<file path="config.mk">
export PLATFORM = sky130hd
export DESIGN_NAME = call_argument_placement
export DESIGN_NICKNAME = d
export VERILOG_FILES = /design/src/rtl/cap_pkg.sv /design/src/rtl/call_argument_placement.sv
export SDC_FILE = /design/constraint.sdc
export NUM_CORES = 1
export LEC_CHECK = 0
export BUFFER_PORTS_ARGS = -buffer_cell sky130_fd_sc_hd__clkbuf_2
export CORE_MARGIN = 2
export CORE_UTILIZATION = 49
export DETAILED_ROUTE_END_ITERATION = 8
export PLACE_DENSITY = 0.81
export SYNTH_ARGS = -nofsm -noshare
export SYNTH_HDL_FRONTEND = slang
export SYNTH_SLANG_ARGS = --single-unit
</file>
<file path="constraint.sdc">
create_clock -name clk_i -period 5.85 [get_ports clk_i]
set_input_delay 0.8775 -clock clk_i [delete_from_list [all_inputs] [get_ports clk_i]]
set_output_delay 0.8775 -clock clk_i [all_outputs]
set_load 0.02 [all_outputs]
</file>
<file path="src/rtl/cap_pkg.sv">
`timescale 1ns / 1ps
// ----------------------------------------------------------------------------
// cap_pkg
// Shared codes and limits for call argument placement: command codes,
// calling conventions, destination kinds and register file sizes.
// ----------------------------------------------------------------------------
package cap_pkg;

  // Command carried on the input tuser
  typedef enum logic [1:0] {
    FUNC_BEGIN = 2'd0,
    FUNC_ARG   = 2'd1,
    FUNC_END   = 2'd2,
    FUNC_NOP   = 2'd3
  } func_e;

  // Calling conventions
  typedef enum logic [1:0] {
    ABI_SYSV  = 2'd0,
    ABI_WIN   = 2'd1,
    ABI_X86   = 2'd2,
    ABI_AAPCS = 2'd3
  } abi_e;

  // Destination kind carried on the output tuser
  typedef enum logic [2:0] {
    KIND_NONE   = 3'd0,
    KIND_INT    = 3'd1,
    KIND_FP     = 3'd2,
    KIND_STACK  = 3'd3,
    KIND_REPORT = 3'd4
  } kind_e;

  localparam logic [3:0] SysvIntRegs  = 4'd6;
  localparam logic [3:0] AapcsIntRegs = 4'd8;
  localparam logic [3:0] FpRegs       = 4'd8;
  localparam logic [2:0] WinSlots     = 3'd4;
  localparam logic [7:0] FpPosLimit   = 8'd8;
  localparam logic [7:0] PosMax       = 8'd255;
  localparam logic [3:0] NarrowBytes  = 4'd4;
  localparam logic [3:0] WideBytes    = 4'd8;

  // Input tdata layout
  localparam int unsigned InDataW = 136;

endpackage

</file>
<file path="src/rtl/call_argument_placement.sv">
`timescale 1ns / 1ps
// ----------------------------------------------------------------------------
// call_argument_placement
// Assigns each call argument to an integer register, an FP register or a
// stack offset under one of four calling conventions, and reports counts.
// ----------------------------------------------------------------------------
// Result: registered, shown on the master side in the cycle after the input transfer.
// Throughput: one item per cycle unless the master side stalls; placement is
// a few counter compares and one increment, resolved as the transfer loads the result register.
// A held result does not stop the next transfer when the master side is taken.
// Reset: asynchronous, clears all counters, selects SysV x64, empties output.
module call_argument_placement #(
  parameter int unsigned STACK_BYTES = 256
) (
  input  logic                  clk_i,
  input  logic                  rst_ni,
  // abi[1:0], has_struct_return[2], struct_address[66:3], is_fp[67],
  // value[131:68], zero fill up to 136 bits
  input  logic [cap_pkg::InDataW-1:0] s_axis_tdata,
  input  logic [1:0]            s_axis_tuser,     // func
  input  logic                  s_axis_tvalid,
  output logic                  s_axis_tready,
  // reg_index, stack_offset, data, byte_width, clear_partner, dropped,
  // int_count, fp_count, stack_bytes, total_args (low to high), zero fill
  output logic [((89 + 2 * $clog2(STACK_BYTES + 1) + 7) / 8) * 8 - 1:0] m_axis_tdata,
  output logic [2:0]            m_axis_tuser,     // dest_kind
  output logic                  m_axis_tvalid,
  input  logic                  m_axis_tready
);

  localparam int unsigned SW    = $clog2(STACK_BYTES + 1);
  localparam int unsigned OutW  = ((89 + 2 * SW + 7) / 8) * 8;
  localparam int unsigned UsedW = 89 + 2 * SW;
  localparam logic [SW:0] StackLimit = (SW + 1)'(STACK_BYTES);

  // Input fields
  logic [1:0]  in_abi;
  logic        in_hsr;
  logic [63:0] in_saddr;
  logic        in_is_fp;
  logic [63:0] in_value;
  cap_pkg::func_e in_func;

  assign in_abi   = s_axis_tdata[1:0];
  assign in_hsr   = s_axis_tdata[2];
  assign in_saddr = s_axis_tdata[66:3];
  assign in_is_fp = s_axis_tdata[67];
  assign in_value = s_axis_tdata[131:68];
  assign in_func  = cap_pkg::func_e'(s_axis_tuser);

  // Call state
  cap_pkg::abi_e abi_q, abi_d;
  logic [3:0]    int_q, int_d;
  logic [3:0]    fp_q, fp_d;
  logic [2:0]    slot_q, slot_d;
  logic [SW-1:0] stk_q, stk_d;
  logic [7:0]    pos_q, pos_d;

  // Result register
  logic          out_valid_q;
  cap_pkg::kind_e kind_q, kind_d;
  logic [2:0]    reg_q, reg_d;
  logic [SW-1:0] off_q, off_d;
  logic [63:0]   data_q, data_d;
  logic [3:0]    bw_q, bw_d;
  logic          clr_q, clr_d;
  logic          drop_q, drop_d;
  logic [3:0]    ic_q, ic_d;
  logic [3:0]    fc_q, fc_d;
  logic [SW-1:0] sb_q, sb_d;
  logic [7:0]    ta_q, ta_d;

  logic accept;
  assign s_axis_tready = !out_valid_q || m_axis_tready;
  assign accept        = s_axis_tvalid && s_axis_tready;

  // Placement decision and next call state
  always_comb begin
    logic          push_en;
    logic [3:0]    push_bytes;
    logic [63:0]   push_val;
    logic [SW:0]   push_end;
    logic          arg_fp;
    logic [3:0]    int_max;

    abi_d  = abi_q;
    int_d  = int_q;
    fp_d   = fp_q;
    slot_d = slot_q;
    stk_d  = stk_q;
    pos_d  = pos_q;
    kind_d = cap_pkg::KIND_NONE;
    reg_d  = '0;
    off_d  = '0;
    data_d = '0;
    bw_d   = '0;
    clr_d  = 1'b0;
    drop_d = 1'b0;
    ic_d   = '0;
    fc_d   = '0;
    sb_d   = '0;
    ta_d   = '0;
    push_en    = 1'b0;
    push_bytes = cap_pkg::WideBytes;
    push_val   = in_value;
    arg_fp     = in_is_fp && (pos_q < cap_pkg::FpPosLimit);
    int_max    = (abi_q == cap_pkg::ABI_AAPCS) ? cap_pkg::AapcsIntRegs
                                               : cap_pkg::SysvIntRegs;

    unique case (in_func)
      cap_pkg::FUNC_BEGIN: begin
        abi_d  = cap_pkg::abi_e'(in_abi);
        int_d  = '0;
        fp_d   = '0;
        slot_d = '0;
        stk_d  = '0;
        pos_d  = '0;
        if (in_hsr && (in_saddr != 64'd0)) begin
          unique case (cap_pkg::abi_e'(in_abi))
            cap_pkg::ABI_SYSV: begin
              kind_d = cap_pkg::KIND_INT;
              data_d = in_saddr;
              int_d  = 4'd1;
            end
            cap_pkg::ABI_WIN: begin
              kind_d = cap_pkg::KIND_INT;
              data_d = in_saddr;
              clr_d  = 1'b1;
              slot_d = 3'd1;
            end
            cap_pkg::ABI_X86: begin
              // Stack is empty, the pointer always fits at offset zero
              kind_d = cap_pkg::KIND_STACK;
              data_d = {32'd0, in_saddr[31:0]};
              bw_d   = cap_pkg::NarrowBytes;
              stk_d  = SW'(cap_pkg::NarrowBytes);
            end
            cap_pkg::ABI_AAPCS: begin
              kind_d = cap_pkg::KIND_NONE;
            end
            default: kind_d = cap_pkg::KIND_NONE;
          endcase
        end
      end
      cap_pkg::FUNC_ARG: begin
        if (pos_q != cap_pkg::PosMax) pos_d = pos_q + 8'd1;
        unique case (abi_q)
          cap_pkg::ABI_WIN: begin
            if (slot_q < cap_pkg::WinSlots) begin
              kind_d = arg_fp ? cap_pkg::KIND_FP : cap_pkg::KIND_INT;
              reg_d  = slot_q;
              data_d = in_value;
              clr_d  = 1'b1;
              slot_d = slot_q + 3'd1;
              if (arg_fp) fp_d = fp_q + 4'd1;
            end else begin
              push_en = 1'b1;
            end
          end
          cap_pkg::ABI_X86: begin
            push_en    = 1'b1;
            push_bytes = arg_fp ? cap_pkg::WideBytes : cap_pkg::NarrowBytes;
          end
          default: begin
            if (arg_fp) begin
              if (fp_q < cap_pkg::FpRegs) begin
                kind_d = cap_pkg::KIND_FP;
                reg_d  = fp_q[2:0];
                data_d = in_value;
                fp_d   = fp_q + 4'd1;
              end else begin
                push_en = 1'b1;
              end
            end else if (int_q < int_max) begin
              kind_d = cap_pkg::KIND_INT;
              reg_d  = int_q[2:0];
              data_d = in_value;
              int_d  = int_q + 4'd1;
            end else begin
              push_en = 1'b1;
            end
          end
        endcase
      end
      cap_pkg::FUNC_END: begin
        kind_d = cap_pkg::KIND_REPORT;
        unique case (abi_q)
          cap_pkg::ABI_WIN: begin
            ic_d = {1'b0, slot_q};
            fc_d = fp_q;
          end
          cap_pkg::ABI_X86: begin
            ic_d = '0;
            fc_d = '0;
          end
          default: begin
            ic_d = int_q;
            fc_d = fp_q;
          end
        endcase
        sb_d = stk_q;
        ta_d = pos_q;
      end
      default: kind_d = cap_pkg::KIND_NONE;
    endcase

    // Stack push: drop when it would pass the limit
    push_end = {1'b0, stk_q} + (SW + 1)'(push_bytes);
    if (push_en) begin
      if (push_end > StackLimit) begin
        drop_d = 1'b1;
      end else begin
        kind_d = cap_pkg::KIND_STACK;
        off_d  = stk_q;
        data_d = (push_bytes == cap_pkg::NarrowBytes) ? {32'd0, push_val[31:0]}
                                                      : push_val;
        bw_d   = push_bytes;
        stk_d  = push_end[SW-1:0];
      end
    end
  end

  // Control state and output valid
  always_ff @(posedge clk_i or negedge rst_ni) begin
    if (!rst_ni) begin
      abi_q       <= cap_pkg::ABI_SYSV;
      int_q       <= '0;
      fp_q        <= '0;
      slot_q      <= '0;
      stk_q       <= '0;
      pos_q       <= '0;
      out_valid_q <= 1'b0;
    end else begin
      if (accept) begin
        abi_q       <= abi_d;
        int_q       <= int_d;
        fp_q        <= fp_d;
        slot_q      <= slot_d;
        stk_q       <= stk_d;
        pos_q       <= pos_d;
        out_valid_q <= 1'b1;
      end else if (m_axis_tready) begin
        out_valid_q <= 1'b0;
      end
    end
  end

  // Result payload, loaded on each input transfer
  always_ff @(posedge clk_i) begin
    if (accept) begin
      kind_q <= kind_d;
      reg_q  <= reg_d;
      off_q  <= off_d;
      data_q <= data_d;
      bw_q   <= bw_d;
      clr_q  <= clr_d;
      drop_q <= drop_d;
      ic_q   <= ic_d;
      fc_q   <= fc_d;
      sb_q   <= sb_d;
      ta_q   <= ta_d;
    end
  end

  assign m_axis_tvalid = out_valid_q;
  assign m_axis_tuser  = kind_q;
  assign m_axis_tdata  = {(OutW - UsedW)'(0), ta_q, sb_q, fc_q, ic_q, drop_q, clr_q,
                          bw_q, data_q, off_q, reg_q};

endmodule

</file>
==> results of run 1 <==
-- cell usage after synthesis (9+ instances only) --
| library cell | number |
|---|---|
| and2_1 | 19 |
| nor4_1 | 17 |
| o21ai_0 | 13 |
| ha_1 | 11 |
| a22o_1 | 69 |
| edfxtp_1 | 108 |
| nand3_1 | 16 |
| a21oi_1 | 14 |
| buf_4 | 12 |
| nand2_1 | 23 |
| inv_1 | 13 |
| and3_1 | 12 |
| dfrtp_1 | 31 |
| clkbuf_1 | 16 |
| nor2_1 | 31 |
| nand4_1 | 9 |
-- flip-flops by register name, indices dropped and copies added, names as in the netlist, 3 cells and up --
signal        count
off_q             9
slot_q            3
stk_q             9
sb_q              9
data_q           64
ic_q              4
pos_q             8
fc_q              4
m_axis_tuser      3
int_q             4
reg_q             3
ta_q              8
fp_q              4
-- cells by family after synthesis --
family | after synthesis
simple gates | 159
xor+xnor | 13
buf+inv | 46
compound gates | 119
other cells | 1
fa+ha+maj | 12
flops | 139
mux | 3
-- power by group --
part           internal, W  switching [W]
logic             0.000188       0.000319
registers          0.00118      0.0000568
clock network     0.000626       0.000384
total              0.00199       0.000760
-- area by class of cell --
cell class                 count  area share (%)
timing repair buffer         250            15.3
inverter                      14           0.668
clock inverter                12            1.28
tap                          172            2.61
sequential                   139            48.8
multi-input combinational    313            26.0
clock buffer                  20            5.42
-- how the worst max path moves through the flow --
stage,endpoint,cells after the start
after floorplan,int_q[0],7
after global placement,data_q[62],11
after detailed placement,data_q[57],11
after CTS,data_q[57],11
after global routing,data_q[53],11
final,data_q[63],11
-- through the flow --
step | total power (W) | instance area [um2] | util, % | hold slack [ns]
finish | 0.00275 | 8240 | 65.0 | 0.552
global route | 0.00286 | 8240 | 65.0 | 0.594
CTS | 0.00276 | 8240 | 65.0 | 0.550
detailed placement | 0.00175 | 7690 | 60.7 | 0.539
global placement | 0.00174 | 7690 | 60.7 | 0.513
floorplan | 0.00158 | 6400 | - | 0.484
-- worst max-delay path: cells and delay by family, from the launching register on --
kind            cells  cell delay, ns
fa+ha+maj           2            0.71
simple gates        6            1.98
flops               1            0.43
compound gates      3            0.91
-- routing by layer --
layer | part of all wire, % | GRT usage [%]
met1 | 39 | 31.8
met2 | 51 | 44.7
met3 | 6.2 | 6.59
met4 | 3.8 | 13.8
met5 | 0 | 0
==> reports/metrics.cfg, run 1 <==
[run_status]
status=finished clean

[floorplanning]
io_pins=259
rows=41
die_area_um2=13900
initial_core_util_pct=50.3
coreArea_um2=12700
die_x_um=118
fp.dieH_um=118

[placed_design]
place_ws_ns=1.47
io_buffers=247
gp_congestion=0.932
placed_cells=888
post-dp-hpwl_um=13600

[finish]
syn_to_final_growth_pct=29.1
fill_cells=987
layout_commonest_cell=clkbuf_2
multiInputGateArea_um2=2140
fin_nets=889
drive_gt1_share_pct=38.8
seq_area_um2=4020
fin_cells=920
n_antenna_cell=0
final_cell_mix=clkbuf_2, edfxtp_1, a22o_1

[logic_synthesis]
synth_mux_area_share_pct=0.490
synth-seq-cells=139
syn_inst=492
synthAdderAreaFrac_pct=2.47
synth.avg_cell_area_um2=13.0
yosysWarnings=0
synth_xor_area_share_pct=1.79
ys_seq_area_share_pct=63.0
synthSimpleGateAreaFrac_pct=13.6
synth_compound_area_share_pct=14.8
synth_area_um2=6380
yosys.area.top_type=edfxtp_1
ys_top_cells_by_area=edfxtp_1, dfrtp_1, a22o_1
synth_edf_count=108
synth_ff_type=edfxtp_1
synth_top_family_by_area=compound AO/OA/AOI/OAI gates
synth_top_area_share_pct=50.8
ys_types=54
async_flop_share_pct=22.3

[clock_network]
cts_buffers=17
htreeDepth=4
clock_sinks=139
cts_hold_buf=0
post_cts_buffers=0
tritoncts=built
post_cts_resized=0
clk_latency_ns=0.42
cts_root_buffer=clkbuf_16
clk_path_buf_depth=2
clk_pin_slew_ns=0.06

[sta]
relSlewSlack_pct=16.9
fin_crit_sh_pct=73.6
worst_pin_slew_ns=1.25
slew_viol_final=0
fin_tns_setup_ns=0
fin_crit_ns=4.30
fmax_mhz=232
fin_skew_ns=0.00663
setup_violations=0
setup_slack_ns=1.55
hold_violations=0
rsz0062_at_grt=false

[worst_setup_path]
path_cells=or4_4 > or2_4 > and3_1 > ha_1 > fa_1 > or4_1 > nor3_1 > a31o_2 > and2_4 > o21ai_4 > a22o_1
reg2reg_from=pos_q[4]
rrSetupSlack_ns=1.55
slowest_delay_ns=0.57
critPathKind=register to register
cp_max_fo=32
r2r_cells=11
cpMaxStageDelayCell=or4_4
cp-startpoint=pos_q[4]
reg2reg_to=data_q[63]
worstPathRequired_ns=6.01
worst_setup_path_start_kind=register
worstPathArrival_ns=4.46
end_kind=register

[pwr]
p_per_area_nw_per_um2=334
p_leak_nw=3.71
vdd_drop_max_mv=0.200

[global_route]
antenna_found_initial=0
grt_pass1_wl_um=28100
grt_max_degree=73
grtUsageTotal_pct=26.7
grt_pass1_vias=5151
grt_overflow_total=0

[route]
vias=5137
ant_nets=0
first_pass_iters=5
via_per_inst=5.58
drtIter0Drc=439
wl_per_cell_um=19.9
wl_um=18300
drc=0

[hold_path]
hold_path.class=primary input to async pin

[job]
max_cap_violations=0

No activity file was read; power rests on OpenSTA's default activity.
==> run 2: changes to the inputs <==
- CORE_UTILIZATION: 49 -> 44
- PLACE_DENSITY: 0.81 -> 0.77
- clock period: 5.85 -> 3.6 ns (I/O delays scaled with it)
==> reports/metrics.cfg, run 2 (synthesis gave the netlist of run 1 again) <==
[run_status]
status=finished, violations left
violations=setup timing

[route]
highest_layer=met4
met1Wirelength_um=7460
first_pass_iters=5
via_per_inst=5.59
wl_per_cell_um=19.8
drtIter0Drc=417
wl_um=19000
drc=0
met3RoutedLength_um=1390
dr_wl_met2_um=9630
vias=5359
ant_nets=0

[finish]
drive_gt1_share_pct=42.2
final_cell_mix=clkbuf_2, edfxtp_1, a22o_1
layout_commonest_cell=clkbuf_2
n_antenna_cell=0
fin_nets=916
max_flop_register=data_q
largest_reg_flops=64
syn_to_final_growth_pct=34.5

[clock_network]
cts_hold_buf=0
htreeDepth=4
clk_latency_ns=0.41
clk_path_buf_depth=2
clock_sinks=139
tritoncts=built
clk_pin_slew_ns=0.06
cts_root_buffer=clkbuf_16
cts_buffers=17

[pwr]
p_leak_nw=3.86
p_total_w=0.00454
p_per_area_nw_per_um2=529
vdd_drop_max_mv=0.302

[job]
max_cap_violations=0

[worst_setup_path]
cpMaxStageDelayCell=or4_4
critPathKind=register to register
end_kind=register
path_cells=or4_4 > or2_4 > and3_4 > ha_4 > fa_2 > or4_4 > nor3_2 > a31o_2 > and2_4 > o21ai_4 > clkbuf_16 > a22o_1
worstPathRequired_ns=3.76
cp_common_cell=or4_4
crit_family=simple AND/OR/NAND/NOR gates
cp_max_fo=8
worstPathArrival_ns=3.78
worst_setup_path_start_kind=register
slowest_delay_ns=0.53
crit_buf_inv=1

[sta]
setup_slack_ns=-0.0207
fin_skew_ns=0.0126
rsz0062_at_grt=true
fin_crit_sh_pct=101
fin_crit_ns=3.62
slew_viol_final=0
hold_violations=0
relSlewSlack_pct=45.3
setup_violations=9
worst_pin_slew_ns=0.821
fmax_mhz=276

[global_route]
antenna_found_initial=0
grt_overflow_total=0
grtUsageTotal_pct=24.1
grt_pass1_wl_um=29100
grt_pass1_vias=5458
grt_max_degree=112

[floorplanning]
fp.dieH_um=124
initial_core_util_pct=44.4
die_area_um2=15500
die_x_um=124
coreArea_um2=14400
rows=44
io_pins=259

[placed_design]
post-dp-hpwl_um=13700
place_ws_ns=-0.0634
io_buffers=247
gp_congestion=0.908

[hold_path]
hold_path.class=primary input to async pin

run 2: changes by cell type in the layout (fill, tap and decap cells not counted), moves of 2 or more:
| cell | delta |
|---|---|
| clkinv_2 | -3 |
| clkbuf_16 | +2 |
| clkinv_4 | +2 |
| buf_4 | +20 |
| buf_12 | +3 |
| clkinvlp_4 | +5 |
| a21oi_1 | -2 |
| a21oi_2 | +2 |
| buf_6 | +2 |
run 2: where the power goes:
group	switching, W	internal (W)
Combinational	0.000556	0.000385
Clock	0.000652	0.000939
Sequential	0.0000967	0.00191
run 2: area by class of cell:
class / count / area, um2
multi-input combinational: 313 / 2200
clock inverter: 13 / 104
tap: 184 / 230
inverter: 14 / 56.3
sequential: 139 / 4020
timing repair buffer: 277 / 1540
clock buffer: 19 / 433
fill: 1134 / 5790
run 2: repair_timing:
item,in CTS,in global routing
gates cloned,2,1
setup endpoints to repair,49,72
setup buffers,3,2
resized for setup,5,5
pin swaps,6,6
run 2: worst register-to-register path, cell delays in order (launching register included):
cell and delay (ns):
dfrtp_1 0.39, or4_4 0.53, or2_4 0.24, and3_4 0.18, ha_4 0.16, fa_2 0.43
or4_4 0.44, nor3_2 0.13, a31o_2 0.22, and2_4 0.17, o21ai_4 0.10, clkbuf_16 0.19
a22o_1 0.19
run 2: per-layer routing:
layer,global-route usage (%),up-vias
li1,-,2420
met1,29.0,2617
met2,41.1,278
met3,7.30,44
met4,8.39,0
met5,0,-
run 2: path summary, 6_finish.rpt:
check | cells past startpoint | from | endpoint | slack [ns]
worst max-delay path | 12 | pos_q[5] | data_q[45] | -0.02
worst min-delay path | 1 | rst_ni | fp_q[1] | 0.21
worst max register to register | 12 | pos_q[5] | data_q[45] | -0.02
worst min register to register | 2 | slot_q[1] | slot_q[1] | 0.54
max in group asynchronous | 1 | rst_ni | stk_q[1] | 2.87
min in group clk_i | 2 | s_axis_tvalid | m_axis_tvalid | 0.38
run 2: metrics by stage:
step,instance area [um2],hold WS [ns],cells,setup TNS (ns),util [%]
floorplan,6440,0.244,498,0,-
global placement,7920,0.525,919,0,55.1
detailed placement,7920,0.535,919,-1.40,55.1
CTS,8540,0.212,956,-0.211,59.5
global route,8580,0.252,959,-1.78,59.7
finish,8580,0.209,959,-0.0734,59.7
